<file path="config.mk">
export PLATFORM = sky130hd
export DESIGN_NAME = rgba_over_compositor_unit
export DESIGN_NICKNAME = d
export VERILOG_FILES = /design/src/hdl/rgbo_pkg.sv /design/src/hdl/rgba_over_compositor_unit.sv /design/src/hdl/rgbo_divider.sv
export SDC_FILE = /design/constraint.sdc
export NUM_CORES = 2
export LEC_CHECK = 0
export ABC_AREA = 1
export BUFFER_PORTS_ARGS = -buffer_cell sky130_fd_sc_hd__buf_2
export CORE_ASPECT_RATIO = 1.75
export CORE_MARGIN = 2
export CORE_UTILIZATION = 58
export DETAILED_ROUTE_END_ITERATION = 8
export HOLD_SLACK_MARGIN = 0.08
export MAX_ROUTING_LAYER = met4
export PLACE_DENSITY = 0.77
export SLEW_MARGIN = 0
export SYNTH_ARGS = -nofsm -noshare
export SYNTH_HDL_FRONTEND = slang
export SYNTH_SLANG_ARGS = --single-unit
</file>
<file path="constraint.sdc">
create_clock -name clk_i -period 11.1 [get_ports clk_i]
set_clock_uncertainty 0.05 [all_clocks]
set_input_delay 1.11 -clock clk_i [delete_from_list [all_inputs] [get_ports clk_i]]
set_output_delay 1.11 -clock clk_i [all_outputs]
set_load 0.02 [all_outputs]
</file>
<file path="src/hdl/rgbo_pkg.sv">
// rgbo_pkg: pixel request types, divider lane types and shared constants
// for the rgba over compositor; no dependencies
package rgbo_pkg;

  localparam int unsigned CH_W       = 8;
  localparam int unsigned LANES      = 3;
  localparam int unsigned NUM_W      = 17;
  localparam int unsigned DEN_W      = 9;
  localparam int unsigned PROD_W     = 16;
  localparam int unsigned DIV_STAGES = CH_W;

  localparam logic [CH_W-1:0] CH_MAX = 8'hff;

  typedef struct packed {
    logic [CH_W-1:0] src_red;
    logic [CH_W-1:0] src_green;
    logic [CH_W-1:0] src_blue;
    logic [CH_W-1:0] src_alpha;
    logic [CH_W-1:0] dst_red;
    logic [CH_W-1:0] dst_green;
    logic [CH_W-1:0] dst_blue;
    logic [CH_W-1:0] dst_alpha;
  } pix_in_t;

  typedef struct packed {
    logic [CH_W-1:0] out_red;
    logic [CH_W-1:0] out_green;
    logic [CH_W-1:0] out_blue;
    logic [CH_W-1:0] out_alpha;
  } pix_out_t;

  // one request in flight through the divider, lane 0 red, 1 green, 2 blue
  typedef struct packed {
    logic [LANES-1:0][NUM_W-1:0] rem;
    logic [LANES-1:0][CH_W-1:0]  quo;
    logic [DEN_W-1:0]            den;
    logic                        byp;
    logic [LANES-1:0][CH_W-1:0]  dst;
    logic [CH_W-1:0]             alpha;
  } div_t;

  // truncating x / 255, exact for x up to 255 * 255
  function automatic logic [CH_W-1:0] div255(input logic [PROD_W-1:0] x);
    logic [PROD_W:0] sum;
    sum = {1'b0, x} + {9'd0, x[PROD_W-1:CH_W]} + 17'd1;
    return sum[PROD_W-1:CH_W];
  endfunction

endpackage

</file>
<file path="src/hdl/rgba_over_compositor_unit.sv">
// rgba_over_compositor_unit: straight-alpha over blend of rgba8 pixels
// depends on rgbo_pkg and rgbo_divider
//
// Takes one source/destination pixel pair per clock and returns one blended
// pixel per clock while the output is not stalled. Three stages form the
// destination weight, the blended alpha and the per-channel numerators and
// divisor; the remaining eight are a restoring divider that resolves one
// quotient bit per stage for the red, green and blue lanes side by side. A
// fully transparent source passes the destination pixel through the same
// pipe. Stalls propagate back stage by stage, so bubbles are squeezed out
// before the input is stalled.
module rgba_over_compositor_unit (
  input  logic               clk_i,
  input  logic               rst_ni,
  input  logic               in_valid_i,
  input  rgbo_pkg::pix_in_t  in_pix_i,
  output logic               in_stall_o,
  output logic               out_valid_o,
  output rgbo_pkg::pix_out_t out_pix_o,
  input  logic               out_stall_i
);
  import rgbo_pkg::*;

  typedef struct packed {
    logic [LANES-1:0][CH_W-1:0] src;
    logic [LANES-1:0][CH_W-1:0] dst;
    logic [CH_W-1:0]            sa;
    logic [CH_W-1:0]            da;
    logic [PROD_W-1:0]          prod_w;
    logic [PROD_W-1:0]          prod_al;
    logic                       byp;
  } s1_t;

  typedef struct packed {
    logic [LANES-1:0][CH_W-1:0] src;
    logic [LANES-1:0][CH_W-1:0] dst;
    logic [CH_W-1:0]            sa;
    logic [CH_W-1:0]            w;
    logic [CH_W-1:0]            al;
    logic                       byp;
  } s2_t;

  s1_t  s1_q, s1_d;
  s2_t  s2_q, s2_d;
  div_t s3_q, s3_d;
  logic v1_q, v2_q, v3_q;
  logic ld1, ld2, ld3;

  logic div_stall;
  logic div_valid;
  div_t div_out;

  assign ld3        = !v3_q || !div_stall;
  assign ld2        = !v2_q || ld3;
  assign ld1        = !v1_q || ld2;
  assign in_stall_o = !ld1;

  // weight and alpha products
  always_comb begin
    s1_d.src     = {in_pix_i.src_blue, in_pix_i.src_green, in_pix_i.src_red};
    s1_d.dst     = {in_pix_i.dst_blue, in_pix_i.dst_green, in_pix_i.dst_red};
    s1_d.sa      = in_pix_i.src_alpha;
    s1_d.da      = in_pix_i.dst_alpha;
    s1_d.prod_w  = PROD_W'(in_pix_i.dst_alpha) * PROD_W'(CH_MAX - in_pix_i.src_alpha);
    s1_d.prod_al = PROD_W'(in_pix_i.src_alpha) * PROD_W'(CH_MAX - in_pix_i.dst_alpha);
    s1_d.byp     = (in_pix_i.src_alpha == '0);
  end

  // divide by 255
  always_comb begin
    s2_d.src = s1_q.src;
    s2_d.dst = s1_q.dst;
    s2_d.sa  = s1_q.sa;
    s2_d.w   = div255(s1_q.prod_w);
    s2_d.al  = s1_q.da + div255(s1_q.prod_al);
    s2_d.byp = s1_q.byp;
  end

  // numerators and divisor
  always_comb begin
    logic [PROD_W-1:0] ps;
    logic [PROD_W-1:0] pd;
    s3_d = '0;
    for (int c = 0; c < LANES; c++) begin
      ps          = PROD_W'(s2_q.src[c]) * PROD_W'(s2_q.sa);
      pd          = PROD_W'(s2_q.dst[c]) * PROD_W'(s2_q.w);
      s3_d.rem[c] = NUM_W'(ps) + NUM_W'(pd);
    end
    s3_d.den   = DEN_W'(s2_q.sa) + DEN_W'(s2_q.w);
    s3_d.byp   = s2_q.byp;
    s3_d.dst   = s2_q.dst;
    s3_d.alpha = s2_q.al;
  end

  always_ff @(posedge clk_i or negedge rst_ni) begin
    if (!rst_ni) begin
      v1_q <= 1'b0;
      v2_q <= 1'b0;
      v3_q <= 1'b0;
    end else begin
      if (ld1) begin
        v1_q <= in_valid_i;
      end
      if (ld2) begin
        v2_q <= v1_q;
      end
      if (ld3) begin
        v3_q <= v2_q;
      end
    end
  end

  always_ff @(posedge clk_i) begin
    if (ld1) begin
      s1_q <= s1_d;
    end
    if (ld2) begin
      s2_q <= s2_d;
    end
    if (ld3) begin
      s3_q <= s3_d;
    end
  end

  rgbo_divider u_div (
    .clk_i       (clk_i),
    .rst_ni      (rst_ni),
    .in_valid_i  (v3_q),
    .in_req_i    (s3_q),
    .in_stall_o  (div_stall),
    .out_valid_o (div_valid),
    .out_req_o   (div_out),
    .out_stall_i (out_stall_i)
  );

  assign out_valid_o         = div_valid;
  assign out_pix_o.out_red   = div_out.byp ? div_out.dst[0] : div_out.quo[0];
  assign out_pix_o.out_green = div_out.byp ? div_out.dst[1] : div_out.quo[1];
  assign out_pix_o.out_blue  = div_out.byp ? div_out.dst[2] : div_out.quo[2];
  assign out_pix_o.out_alpha = div_out.alpha;

endmodule

</file>
<file path="src/hdl/rgbo_divider.sv">
// rgbo_divider: three-lane restoring divider, one quotient bit per stage
// depends on rgbo_pkg
module rgbo_divider (
  input  logic          clk_i,
  input  logic          rst_ni,
  input  logic          in_valid_i,
  input  rgbo_pkg::div_t in_req_i,
  output logic          in_stall_o,
  output logic          out_valid_o,
  output rgbo_pkg::div_t out_req_o,
  input  logic          out_stall_i
);
  import rgbo_pkg::*;

  localparam int unsigned LAST = DIV_STAGES - 1;

  div_t                  st_q [DIV_STAGES];
  div_t                  st_d [DIV_STAGES];
  logic [DIV_STAGES-1:0] v_q;
  logic [DIV_STAGES-1:0] prev_v;
  logic [DIV_STAGES-1:0] ld;

  always_comb begin
    ld[LAST] = !v_q[LAST] || !out_stall_i;
    for (int k = LAST - 1; k >= 0; k--) begin
      ld[k] = !v_q[k] || ld[k+1];
    end
  end

  for (genvar k = 0; k < DIV_STAGES; k++) begin : g_stage
    localparam int unsigned BIT = DIV_STAGES - 1 - k;
    div_t prev;
    if (k == 0) begin : g_first
      assign prev      = in_req_i;
      assign prev_v[k] = in_valid_i;
    end else begin : g_next
      assign prev      = st_q[k-1];
      assign prev_v[k] = v_q[k-1];
    end

    always_comb begin
      logic [NUM_W-1:0] dv;
      dv       = NUM_W'(prev.den) << BIT;
      st_d[k]  = prev;
      for (int c = 0; c < LANES; c++) begin
        if (prev.rem[c] >= dv) begin
          st_d[k].rem[c]      = prev.rem[c] - dv;
          st_d[k].quo[c][BIT] = 1'b1;
        end
      end
    end

    always_ff @(posedge clk_i or negedge rst_ni) begin
      if (!rst_ni) begin
        v_q[k] <= 1'b0;
      end else if (ld[k]) begin
        v_q[k] <= prev_v[k];
      end
    end

    always_ff @(posedge clk_i) begin
      if (ld[k]) begin
        st_q[k] <= st_d[k];
      end
    end
  end

  assign in_stall_o  = !ld[0];
  assign out_valid_o = v_q[LAST];
  assign out_req_o   = st_q[LAST];

  // remainder below divisor once all quotient bits are resolved
  a_rem_red: assert property (@(posedge clk_i) disable iff (!rst_ni)
    (v_q[LAST] && !st_q[LAST].byp) |->
      (st_q[LAST].rem[0] < NUM_W'(st_q[LAST].den)))
    else $error("red remainder not below divisor");

  a_rem_blue: assert property (@(posedge clk_i) disable iff (!rst_ni)
    (v_q[LAST] && !st_q[LAST].byp) |->
      (st_q[LAST].rem[2] < NUM_W'(st_q[LAST].den)))
    else $error("blue remainder not below divisor");

  a_stall_full: assert property (@(posedge clk_i) disable iff (!rst_ni)
    in_stall_o |-> (&v_q))
    else $error("stall raised with a bubble in the pipe");

  a_count_hold: assert property (@(posedge clk_i) disable iff (!rst_ni)
    (!(in_valid_i && !in_stall_o) && out_valid_o && out_stall_i) |=>
      ($countones(v_q) == $past($countones(v_q))))
    else $error("request lost or created in the pipe");

endmodule
</file>
==> impl_results.md <==
- RSZ-0062 raised after global routing: no
- Slew headroom: 0.198
- CP Max Fanout: 25
- Tot GR Track Use: 0.300
- Crit share post-route: 0.562
- R2R Path End: s3_q[81]$_DFFE_PP_
- Flop2flop setup slack: 4860 ps
- CTS Buf Count: 93
- Layout cell share with drive strength beyond 1: 0.0605
- Worst R2R Path Depth: 19
- Commonest non-fill, non-tap cells in the layout: nand2_1, inv_1, edfxtp_1, ha_1, nor2_1
- WL final: 174 mm
- Filler cell count: 9,641
- Final Hold Fails: 0
- CTS Sinks: 1,066
- PortBufs: 101
- Num rows: 168
- Max cap viols: 0
- Clock Pin Slew Worst Setup and Hold Paths: 70 ps
- Sum of negative setup slack: 0 ps
- Area of the die: 0.123 mm2
- FF+latch count, synth: 1,066
- Register area share after synthesis: 0.459
- CTS resizes: 0
- DP HPWL: 139 mm
- Setup ws final: 4860 ps
- Maximum clock insertion buffer count: 3
- Mapped cell area: 0.0696 mm2
- Fmax: 160 MHz
- Kind of critical path: register to register
- Class of the worst hold path: input port to async pin
- Top cell type's share of synthesized area: 0.455
- Post-Synthesis Net Count: 8,174
- Clock Tree Root: clkbuf_16
- Critical Path End Type: register
- Chip height: 462 um
- CP required: 11,520 ps
- Number of nets in the layout: 8,254
- Most common cell after layout, fill and taps aside: nand2_1
- Final slew viol count: 0
- Pre-antenna DRT Iters: 6
- Slew @ Worst Pin: 1200 ps
- DR DRC count: 0
- H-Tree Depth: 3
- Global-route wire length before repair: 270 mm
- Fin crit period: 6240 ps
- Post-place setup slack: 4920 ps
- Vias per Instance: 5.43
- Wirelength per Cell: 19.6 um
- Synth area leaders: edfxtp_1, fa_1, nand2_1, ha_1, inv_1
- Core box area: 0.119 mm2
- Die width: 266 um
- Top Ports: 102
- Area delta synth->final: 7.52%
- Pin count of the biggest net entering global routing: 90
- DR vias: 48,300
- CTS tree: yes
- Synth warn: 0
- CP startpoint kind: register
- Worst-Skew Late Latency: 750 ps
- RR Startpoint: s2_q[15]$_DFFE_PP_
- Post-Syn Instances: 7,202
- DRT antenna net count: 0
- Status: finished clean
- Yosys cell types: 53
- Starting density of the core: 0.583
- Initial antenna violation count: 3
- Mapped Avg Cell Area: 9.66 um2
- Number of global-route vias before repair: 51,200
- Gr ovfl total: 0
- Setup bufs post-CTS: 0
- Global placement routability congestion: 1.03
- Worst endpoint data arrival time: 6660 ps
- Dominant cell type by area after synthesis: edfxtp_1
- Hold_buf cts: 0
- Iteration-0 DRC Markers: 3,012
- # setup viols final: 0
[cells in the mapped netlist (all sizes together)]
cell type and number:
nand2 1882, inv 1397, edfxtp 1055, ha 516
nor2 501, fa 388, nand3 341, a21oi 258
o21ai 154, xor2 145, nand4 125, clkbuf 97
nor3 67, xnor2 60, buf 39, nand3b 35
o21bai 25, a21o 24, mux2 24, or2 14
dfrtp 11, a31oi 8, nor4 7, a211oi 5
and2 5, and3 4, a21boi 3, o211ai 3
o21a 3, clkinv 2, nor4b 2, nor3b 1
o2111ai 1
[metrics by stage]
step                       util  instance area (um2)  hold WS [ps]  cells
final                     0.627                74800           169   8891
after detailed placement  0.599                71500           355   8717
after global placement    0.599                71500           350   8717
after CTS                 0.627                74800           123   8887
after floorplan               -                69600           350   7202
after global routing      0.627                74800           164   8890
[final cells by class]
cell class	instances	area, um2	area share
flip-flops and latches	1066	32000	0.427
multi-input cells	4601	31700	0.424
inverters	1399	5260	0.0703
clock buffers	112	2460	0.0329
well taps	1530	1910	0.0256
clock inverters	58	835	0.0112
repair buffers	121	656	0.00876
diodes	4	10.0	0.000134
[worst max path at each step]
| stage | endpoint | slack, ps | start | depth (start not counted) |
|---|---|---|---|---|
| global placement | s3_q[81]$_DFFE_PP_ | 4980 | s2_q[16]$_DFFE_PP_ | 19 |
| detailed placement | s3_q[81]$_DFFE_PP_ | 4920 | s2_q[15]$_DFFE_PP_ | 19 |
| global route | s3_q[81]$_DFFE_PP_ | 4510 | s2_q[15]$_DFFE_PP_ | 19 |
| finish | s3_q[81]$_DFFE_PP_ | 4860 | s2_q[15]$_DFFE_PP_ | 19 |
| floorplan | in_stall_o | 810 | out_stall_i | 6 |
| CTS | s3_q[81]$_DFFE_PP_ | 4870 | s2_q[15]$_DFFE_PP_ | 19 |
[routing by layer]
| metal | global-route usage | wire [um] | vias up |
|---|---|---|---|
| li1 | - | - | 23300 |
| met1 | 0.247 | 52500 | 22800 |
| met2 | 0.560 | 94600 | 1377 |
| met3 | 0.0376 | 6600 | 728 |
| met4 | 0.297 | 20400 | 0 |
| met5 | - | 0 | - |
[registers in the layout (all words and copies together), names as in the netlist]
register	flops
u_div.prev_v	7
u_div.out_valid_o	1
s3_q	93
s2_q	73
v3_q	1
u_div.st_q	792
s1_q	97
v1_q	1
v2_q	1
[cells by family after synthesis]
kind of cell / after synthesis / synth area share
flops: 1066 / 0.459
mux: 24 / 0.00388
compound gates: 484 / 0.0394
fa+ha+maj: 904 / 0.204
buf+inv: 1535 / 0.0858
simple gates: 2984 / 0.182
xor+xnor: 205 / 0.0258
[critical path, stage by stage (launching register included)]
cell and delay [ps]:
edfxtp_1 1060, nand2_1 180, fa_1 580, inv_1 60, fa_1 530, inv_1 50
fa_1 530, inv_1 50, fa_1 500, fa_1 550, inv_1 50, fa_1 530
inv_1 40, ha_1 350, nand2_1 110, nor3_1 250, nand2_1 80, or2_2 310
nand3_1 80, nand2_1 60
Power is not shown: default switching activity piles up to over one toggle a cycle in this logic, so the estimate is an artifact.
